`src/rtl/isort_pkg.sv`:
```
`default_nettype none

package isort_pkg;

   localparam int DATA_W = 32;

   // broadcast controls seen by every cell of the chain
   typedef struct packed {
      logic                     insert;
      logic                     shift;
      logic                     descending;
      logic signed [DATA_W-1:0] value;
   } cell_ctrl_type;

endpackage

`default_nettype wire

```
`src/rtl/isort_cell.sv`:
```
`default_nettype none

module isort_cell (
   input  wire logic                                 clock,
   input  wire isort_pkg::cell_ctrl_type             ctrl,
   input  wire logic                                 occ,
   input  wire logic                                 occ_left,
   input  wire logic                                 ins_left,
   input  wire logic signed [isort_pkg::DATA_W-1:0]  val_left,
   input  wire logic signed [isort_pkg::DATA_W-1:0]  val_right,
   output logic                                      ins,
   output logic signed [isort_pkg::DATA_W-1:0]       val
);

   logic signed [isort_pkg::DATA_W-1:0] val_ff;
   logic signed [isort_pkg::DATA_W-1:0] val_in;
   logic                                goes_first;

   // strict compare keeps equal elements in arrival order
   assign goes_first = ctrl.descending ? (ctrl.value > val_ff) : (ctrl.value < val_ff);
   assign ins        = occ && goes_first;

   always_comb begin
      val_in = val_ff;
      if (ctrl.shift) begin
         val_in = val_right;
      end else if (ctrl.insert && (ins || (!occ && occ_left))) begin
         val_in = ins_left ? val_left : ctrl.value;
      end
   end

   always_ff @(posedge clock) begin
      val_ff <= val_in;
   end

   assign val = val_ff;

endmodule

`default_nettype wire

```
`src/rtl/insertion_sorter.sv`:
```
`default_nettype none

// insertion sorter
// request channel: req_value / req_last_in are taken at a rising edge where
// start is high and busy is low. while a set is loading, one request can be
// taken every cycle: every cell of the chain compares the new value at once
// and the held values move one cell right to open a slot.
// a request with req_last_in set is stored like any other, then busy rises
// and the whole set is emitted from cell 0, one result per cycle, starting
// the cycle after that request. rsp_valid marks each result for exactly one
// cycle; rsp_last_out flags the final one and rsp_dropped is set on every
// result of a set that lost values because the chain was full.
// busy is high while the held values are emitted; the
// next request is taken in the cycle after the last result.
// requests that arrive with the chain full are discarded and remembered for
// the dropped flag; a last request still triggers emission then.
// csr_we writes csr_wdata into the order mode (1 = descending) at once; it
// applies to insertions that follow.
// reset clears the fill count, overflow flag, busy and the mode; the cell
// contents are left as they are and are never read before being written.
// the receiver cannot stall, so results are never held back.
module insertion_sorter #(
   parameter int CAPACITY = 32
) (
   input  wire logic                                 clock,
   input  wire logic                                 reset,
   input  wire logic                                 start,
   output logic                                      busy,
   input  wire logic signed [isort_pkg::DATA_W-1:0]  req_value,
   input  wire logic                                 req_last_in,
   output logic                                      rsp_valid,
   output logic signed [isort_pkg::DATA_W-1:0]       rsp_sorted_value,
   output logic                                      rsp_last_out,
   output logic                                      rsp_dropped,
   input  wire logic                                 csr_we,
   input  wire logic                                 csr_wdata
);

   localparam int FILL_W = $clog2(CAPACITY + 1);

   // control registers
   logic              busy_ff, busy_in;
   logic [FILL_W-1:0] fill_ff, fill_in;
   logic              ovf_ff, ovf_in;
   logic              drop_ff, drop_in;
   logic              desc_ff, desc_in;

   logic                         accept;
   logic                         full;
   isort_pkg::cell_ctrl_type     ctrl;

   // chain wiring
   logic [CAPACITY-1:0]                  occ;
   logic [CAPACITY-1:0]                  cell_ins;
   logic signed [isort_pkg::DATA_W-1:0]  cell_val [CAPACITY];

   assign accept = start && !busy_ff;
   assign full   = (fill_ff == FILL_W'(CAPACITY));

   assign ctrl.insert     = accept && !full;
   assign ctrl.shift      = busy_ff;
   assign ctrl.descending = desc_ff;
   assign ctrl.value      = req_value;

   // the chain, one value per cell, cell 0 holds the head of the order
   for (genvar i = 0; i < CAPACITY; i++) begin : g_cell
      logic                                occ_left;
      logic                                ins_left;
      logic signed [isort_pkg::DATA_W-1:0] val_left;
      logic signed [isort_pkg::DATA_W-1:0] val_right;

      assign occ[i] = (fill_ff > FILL_W'(i));

      if (i == 0) begin : g_head
         assign occ_left = 1'b1;
         assign ins_left = 1'b0;
         assign val_left = req_value;
      end else begin : g_body
         assign occ_left = occ[i-1];
         assign ins_left = cell_ins[i-1];
         assign val_left = cell_val[i-1];
      end

      if (i == CAPACITY - 1) begin : g_tail
         assign val_right = cell_val[i];
      end else begin : g_mid
         assign val_right = cell_val[i+1];
      end

      isort_cell u_cell (
         .clock     (clock),
         .ctrl      (ctrl),
         .occ       (occ[i]),
         .occ_left  (occ_left),
         .ins_left  (ins_left),
         .val_left  (val_left),
         .val_right (val_right),
         .ins       (cell_ins[i]),
         .val       (cell_val[i])
      );
   end

   // fill count doubles as the emission counter
   always_comb begin
      busy_in = busy_ff;
      fill_in = fill_ff;
      ovf_in  = ovf_ff;
      drop_in = drop_ff;
      desc_in = csr_we ? csr_wdata : desc_ff;
      if (busy_ff) begin
         fill_in = fill_ff - FILL_W'(1);
         if (fill_ff == FILL_W'(1)) begin
            busy_in = 1'b0;
         end
      end else if (accept) begin
         if (!full) begin
            fill_in = fill_ff + FILL_W'(1);
         end
         if (req_last_in) begin
            // set done: latch the drop flag for the whole emission
            busy_in = 1'b1;
            drop_in = ovf_ff || full;
            ovf_in  = 1'b0;
         end else if (full) begin
            ovf_in = 1'b1;
         end
      end
   end

   always_ff @(posedge clock) begin
      if (reset) begin
         busy_ff <= 1'b0;
         fill_ff <= '0;
         ovf_ff  <= 1'b0;
         desc_ff <= 1'b0;
      end else begin
         busy_ff <= busy_in;
         fill_ff <= fill_in;
         ovf_ff  <= ovf_in;
         desc_ff <= desc_in;
      end
      drop_ff <= drop_in;
   end

   // outputs from registers; rsp_last_out is decoded from busy and the fill count
   assign busy             = busy_ff;
   assign rsp_valid        = busy_ff;
   assign rsp_sorted_value = cell_val[0];
   assign rsp_last_out     = busy_ff && (fill_ff == FILL_W'(1));
   assign rsp_dropped      = drop_ff;

   // checks
   a_fill_bound: assert property (@(posedge clock) disable iff (reset)
      fill_ff <= FILL_W'(CAPACITY))
      else $error("fill count beyond capacity");

   a_busy_nonempty: assert property (@(posedge clock) disable iff (reset)
      busy_ff |-> (fill_ff != '0))
      else $error("emitting from an empty chain");

   a_last_starts: assert property (@(posedge clock) disable iff (reset)
      (start && !busy_ff && req_last_in) |=> busy_ff)
      else $error("last request did not start emission");

   a_last_ends: assert property (@(posedge clock) disable iff (reset)
      rsp_last_out |=> (!busy_ff && fill_ff == '0))
      else $error("emission did not end after final result");

endmodule

`default_nettype wire
```
`config.mk`:
```
export PLATFORM = sky130hd
export DESIGN_NAME = insertion_sorter
export DESIGN_NICKNAME = d
export VERILOG_FILES = /design/src/rtl/isort_pkg.sv /design/src/rtl/isort_cell.sv /design/src/rtl/insertion_sorter.sv
export SDC_FILE = /design/constraint.sdc
export NUM_CORES = 2
export LEC_CHECK = 0
export BUFFER_PORTS_ARGS = -buffer_cell sky130_fd_sc_hd__buf_2
export CAP_MARGIN = 0
export CORE_MARGIN = 2
export CORE_UTILIZATION = 45
export CTS_CLUSTER_DIAMETER = 200
export DETAILED_ROUTE_END_ITERATION = 6
export SYNTH_ARGS = -nofsm -noshare
export SYNTH_HDL_FRONTEND = slang
export SYNTH_SLANG_ARGS = --single-unit
```
`constraint.sdc`:
```
create_clock -name clock -period 8.2 [get_ports clock]
set_input_delay 0.82 -clock clock [delete_from_list [all_inputs] [get_ports clock]]
set_output_delay 0.82 -clock clock [all_outputs]
set_load 0.05 [all_outputs]
```
; ---- After elaboration in Yosys (flattened, before gate mapping)
; Index checks and enable logic that the tools add are counted.
[totals]
reg_bits = 1034
output_inout_bits = 36
[op_classes]
n_addsub = 2
order_cmp = 96
n_eq_ne = 3
mux = 134
bitwise_logic = 1
reduce_logical = 202
[op_table]
columns = operator, n
row1 = 2-to-1 mux 32 bit, 93
row2 = > comparator 32 bit, 32
row3 = < comparator 32 bit, 32
row4 = logical AND 1 bit, 98
row5 = > comparator 6 x 5 -> 1 bit (second input constant), 16
row6 = nonzero test 2 bit, 33
row7 = > comparator 6 x 4 -> 1 bit (second input constant), 8
row8 = 2-to-1 mux 1 bit, 38
row9 = logical NOT 1 bit, 34
row10 = logical OR 1 bit, 33
row11 = > comparator 6 x 3 -> 1 bit (second input constant), 4
row12 = 2-to-1 mux 6 bit, 3
row13 = > comparator 6 x 1 -> 1 bit (second input constant), 2
row14 = > comparator 6 x 2 -> 1 bit (second input constant), 2
row15 = adder 6 x 1 -> 6 bit (second input constant), 1
row16 = == test 6 x 1 -> 1 bit (second input constant), 1
row17 = == test 6 bit (second input constant), 1
row18 = AND reduction 3 bit, 2
row19 = subtractor 6 x 1 -> 6 bit (second input constant), 1
row20 = AND reduction 2 bit, 2
row21 = != test 2 bit (second input constant), 1
row22 = NOT 1 bit, 1

; ---- Longest topological paths before layout
[depth]
ltp_word = 7
depth_mapped = 12

; ---- Modules after synthesis
; A second synthesis with hierarchy kept.
[hier_totals]
hier_cells = 8419
area_unflattened_um2 = 79521.3
[modules_own_cells]
columns = mod, n_inst, cells_each, area_each_um2, seq_area_each_um2
row1 = isort_cell, 32, 259, 2454.9, 960.9
row2 = insertion_sorter, 1, 131, 965.9, 210.2

; ---- Least setup slack after synthesis
; Ideal clock, no wire load.
[synth_path]
path_kind = input port to flip-flop
start = in req_value[0] in the netlist's numbering
end = reg g_cell[24].u_cell.val_ff, in the netlist g_cell[24].u_cell.val[0] (enable)
setup_time_ns = 0.466
arrival_ns = 5.519
t_required_ns = 7.734
slack_ns = 2.215
stages = 11
path_buffers = 1
cell_sequence = inv_1 ha_1 nor2b_1 o211ai_1 a21boi_1 o41a_1 or3_1 nand4_1 buf_2 a31oi_1 o21ai_0
[synth_between]
elab_chain_cells = 6
word_cells_on_any_way = 7
cone_classes = order compare (2) / mux (1) / reduce/logical (4)
[synth_lines]
columns = element, line_no
row1 = from (decl), insertion_sorter.sv:29  ; input wire logic signed [isort_pkg::DATA_W-1:0] req_value,
row2 = < comparator 32 bit or > comparator 32 bit (tied branches), isort_cell.sv:20  ; assign goes_first = ctrl.descending ? (ctrl.value > val_ff) : (ctrl.value < val_ff);
row3 = 2-to-1 mux 1 bit *, isort_cell.sv:20
row4 = logical AND 1 bit *, isort_cell.sv:21  ; assign ins = occ && goes_first;
row5 = logical OR 1 bit *, isort_cell.sv:27  ; end else if (ctrl.insert && (ins || (!occ && occ_left))) begin
row6 = logical AND 1 bit *, isort_cell.sv:27
row7 = nonzero test 2 bit (no line) *, n/a
row8 = to (signal assigned), isort_cell.sv:33  ; val_ff <= val_in;
row9 = to (decl), isort_cell.sv:15  ; logic signed [isort_pkg::DATA_W-1:0] val_ff;
; Every way passes the cells marked *; elsewhere a longest branch is shown, timed or not.
; A chain may end at the register's enable or synchronous reset.

; ---- Final worst setup path
[layout_path]
start = in req_value[26] in the netlist's numbering
end = reg g_cell[8].u_cell.val_ff, in the netlist g_cell[8].u_cell.val[24] (data pin)
[layout_between]
elab_chain_cells = 6
word_cells_on_any_way = 7
cone_classes = order compare (2) / mux (4) / reduce/logical (1)
[layout_lines]
columns = element, line_no
row1 = < comparator 32 bit or > comparator 32 bit (tied branches), isort_cell.sv:20
row2 = 2-to-1 mux 1 bit *, isort_cell.sv:20
row3 = logical AND 1 bit *, isort_cell.sv:21
row4 = 2-to-1 mux 32 bit *, isort_cell.sv:28  ; val_in = ins_left ? val_left : ctrl.value;
row5 = 2-to-1 mux 32 bit *, isort_cell.sv:27
row6 = 2-to-1 mux 32 bit *, isort_cell.sv:25  ; if (ctrl.shift) begin
row7 = "via g_cell[8].u_cell.val_in, one bit", isort_cell.sv:16  ; logic signed [isort_pkg::DATA_W-1:0] val_in;
row8 = to (signal assigned), isort_cell.sv:33
row9 = to (decl), isort_cell.sv:15
; The timed path passes the listed nets; every way through them passes the cells marked *. The select of a mux whose other input is x is not followed.

==> run_results.csv <==
group,metric,value,unit
sta,tns,0,ns
global_routing,grt_max_degree,219,
pwr,p_int,0.01196,W
sta,slew_violations,0,
cells_and_area,layout-drive-gt1-share,7.214,%
clocking,root_buffer,"clkbuf_16",
pwr,combPwrFrac,29.3,%
setup_path,regToRegSetupSlack,2.95,ns
setup_path,r2r_end,"g_cell[8].u_cell.val[24]",
yosys,avgSynthCellArea,9.279,sq um
placement,dp_slack,2.179,ns
sta,finalCritPeriodShare,66.29,%
clocking,clkTransAtPathRegs,0.06,ns
floorplan,start_util,45.42,%
clocking,postCtsSetupBuffers,0,
placement,dp_hpwl,222800,um
placement,place.gp.congestion,0.9573,
setup_path,cp.arrival,5.92,ns
setup_path,max_stage_delay,1.17,ns
pwr,leakage,36.47,nW
floorplan,rows,154,
pwr,power_switching,0.006768,W
pwr,report.power.total,0.01873,W
placement,io_buffers,73,
global_routing,antenna_found_initial,15,
clocking,cts_resized,0,
yosys,synthFlopType,"edfxtp_1",
pwr,powerDensity,214.6,nW/um^2
drt,firstDrtPassIters,7,
clocking,clkLatencyLatePin,0.81,ns
setup_path,start_kind,"input port",
sta,clock.fmax,0.1840,GHz
yosys,synth.distinct_cells,86,
clocking,clock_path_buffers,3,
drt,wl_per_cell,28.34,um
setup_path,rr_worst_depth,10,
cells_and_area,nets,9506,
sta,period_needed,5.435,ns
clocking,cts_hold_buf,0,
sta,rsz0062_at_grt,"false",
global_routing,grt_pass1_wl,452700,um
global_routing,grt_pass1_vias,69033,
pwr,power_frac_seq,39.3,%
min_path,min_to,"desc_ff",
setup_path,crit_path_cell_trace,"buf_2 -> ha_1 -> and2_0 -> a221o_1 -> a221oi_1 -> o21ai_0 -> a21oi_1 -> mux2i_4 -> and2_1 -> o311ai_1",
floorplan,die_h,426.1,um
floorplan,pin_count,74,
drt,viasPerCell,6.622,
yosys,synth-seq-area-share,38.62,%
drt,vias,72079,
setup_path,required,8.68,ns
drt,drt_iter0_drc,9415,
setup_path,worstSetupPathType,"input port to flop",
setup_path,worstReg2RegStart,"g_cell[7].u_cell.val[25]",
floorplan,fp.dieW,426.1,um
floorplan,die-area,181600,sq um
pwr,clkPwrFrac,31.4,%
setup_path,cp_slowest_cell,"and2_1",
drt,drtAntennaViolNets,0,
sta,fin_skew,0.02719,ns
sta,slew_headroom,7.135,%
min_path,hold_path.class,"input port to flop",
clocking,cts_buffers,134,
status,violations,"DRC",
yosys,synthesis.area,80170,sq um
clocking,cts_tree,"yes",
global_routing,grt_usage,33.14,%
yosys,synth_edf_count,1025,
cells_and_area,design_area,87260,sq um
setup_path,crit_path_end_kind,"flop",
yosys,ys_ff_latch,1034,
clocking,numClockSinks,1034,
global_routing,gr-total-overflow,0,
drt,finalWirelength,308500,um
min_path,hold_depth,3,
yosys,syn_nets,9706,
floorplan,core,176500,sq um
sta,setup_viol,0,
sta,final_hold_viol_count,0,
setup_path,path_max_fanout,34,
clocking,h-tree-depth,4,
flow_run,drv_cap,0,
yosys,ys_async_sr_fraction,0,%
drt,drc_errors,5,
pwr,p_sw_share,36.14,%
cells_and_area,fin_util,49.44,%
yosys,ys.warnings.count,0,
sta,tightest_slew,1.380,ns
sta,postLayoutSetupSlackWorst,2.765,ns
status,outcome,"finished with violations",
placement,dpl_cell_area,83090,sq um
yosys,synthCells,8640,
cells_and_area,syn_to_final_growth,8.841,%
pwr,irDropWorstVdd,224.9,uV
min_path,hp-start,"csr_wdata",
==> cell families after synthesis <==
group                      share of synthesized area (%)
AOI/OAI and AO/OA                                  17.65
and+or+nand+nor                                    15.48
DFF                                                38.62
xor gates and xnor gates                         0.08740
buffers and inverters                              7.900
adders and majority gates                          16.04
muxes                                              4.221
==> cells in the mapped netlist, types with 60 or more instances <==
cell / count / share of area [%]
nand4_1: 202 / 1.6
a21o_1: 144 / 1.3
nand2_1: 1064 / 5.0
nand2b_1: 75 / 0.59
inv_1: 1040 / 4.9
clkbuf_1: 460 / 2.2
a22oi_1: 63 / 0.59
nor2_1: 194 / 0.91
mux2i_1: 283 / 3.5
a21oi_1: 450 / 2.8
o21ai_0: 154 / 0.96
o21ai_1: 271 / 1.7
nor2b_1: 76 / 0.59
nand3_1: 679 / 4.2
o311ai_1: 442 / 4.8
a31oi_1: 60 / 0.47
buf_2: 87 / 0.54
ha_1: 1028 / 16
a221o_1: 101 / 1.3
o221ai_1: 72 / 0.79
edfxtp_1: 1025 / 38
nor3_1: 89 / 0.56
==> sequential cells by signal, indices dropped and copies added, names as in the netlist <==
signal	flops
busy	1
desc_ff	1
fill_ff	6
g_cell.u_cell.val	1024
ovf_ff	1
rsp_dropped	1
==> metrics by stage <==
step           hold WS (ns)  instances
2_1_floorplan        0.4775       8640
3_3_place_gp         0.4968      10644
3_5_place_dp         0.4982      10644
4_1_cts              0.2462      10879
5_1_grt              0.3066      10880
6_report             0.2924      10885
==> layer usage <==
| layer | wire length, um | GRT usage (%) | share of wire, % | vias to the layer above |
|---|---|---|---|---|
| met5 | 60 | 0 | 0.019 | - |
| met4 | 12070 | 12.37 | 3.9 | 10 |
| met3 | 38300 | 9.989 | 12 | 717 |
| met2 | 129700 | 48.11 | 42 | 4199 |
| met1 | 128400 | 46.18 | 42 | 35384 |
| li1 | - | - | - | 31769 |
==> area by class of cell <==
type                       instances  area [sq um]
multi-input combinational       5984         43500
tap                             2340          2928
sequential                      1034         30970
fill                           16451         89240
timing repair buffer             246          1779
antenna                            6         15.01
clock buffer                     170          3657
clock inverter                    65         503.0
inverter                        1040          3911
==> power by group through the flow <==
stage | Clock, W | Combinational [W] | Sequential (W)
after CTS | 0.00591 | 0.00534 | 0.00734
after global placement | 0 | 0.00512 | 0.00743
after global routing | 0.00610 | 0.00598 | 0.00741
after floorplan | 0 | 0.00343 | 0.00730
after detailed placement | 0 | 0.00531 | 0.00744
final | 0.00588 | 0.00549 | 0.00736
==> critical path: cells and delay by family <==
kind                       cells  cell delay (ns)
AOI/OAI and AO/OA              5             1.83
buffers and inverters          1             0.59
muxes                          1             0.96
and+or+nand+nor                2             1.32
adders and majority gates      1             0.35
==> how the worst max path moves through the flow <==
stage | from | endpoint
global placement | req_value[26] | g_cell[8].u_cell.val[27]
detailed placement | req_value[26] | g_cell[8].u_cell.val[24]
floorplan | req_value[0] | g_cell[24].u_cell.val[0]
CTS | req_value[26] | g_cell[8].u_cell.val[24]
finish | req_value[26] | g_cell[8].u_cell.val[24]
global route | req_value[26] | g_cell[8].u_cell.val[24]
==> layout by cell type (no fill, tap or decap), drive strengths merged, types with 27 or more instances in the layout <==
master / count
mux2i: 283
nor2b: 76
edfxtp: 1025
and3: 48
inv: 1042
mux2: 49
or3: 27
and2: 36
o211ai: 36
nor3: 91
o311ai: 447
clkbuf: 170
clkinv: 53
buf: 246
o221ai: 102
nand2b: 75
and4: 48
a221o: 101
nand2: 1064
a22oi: 63
nor2: 196
o21ai: 426
a21o: 144
ha: 1028
a221oi: 37
nand4: 202
a31oi: 60
a21oi: 453
nand3: 679
No activity file was read; power rests on OpenSTA's default activity.
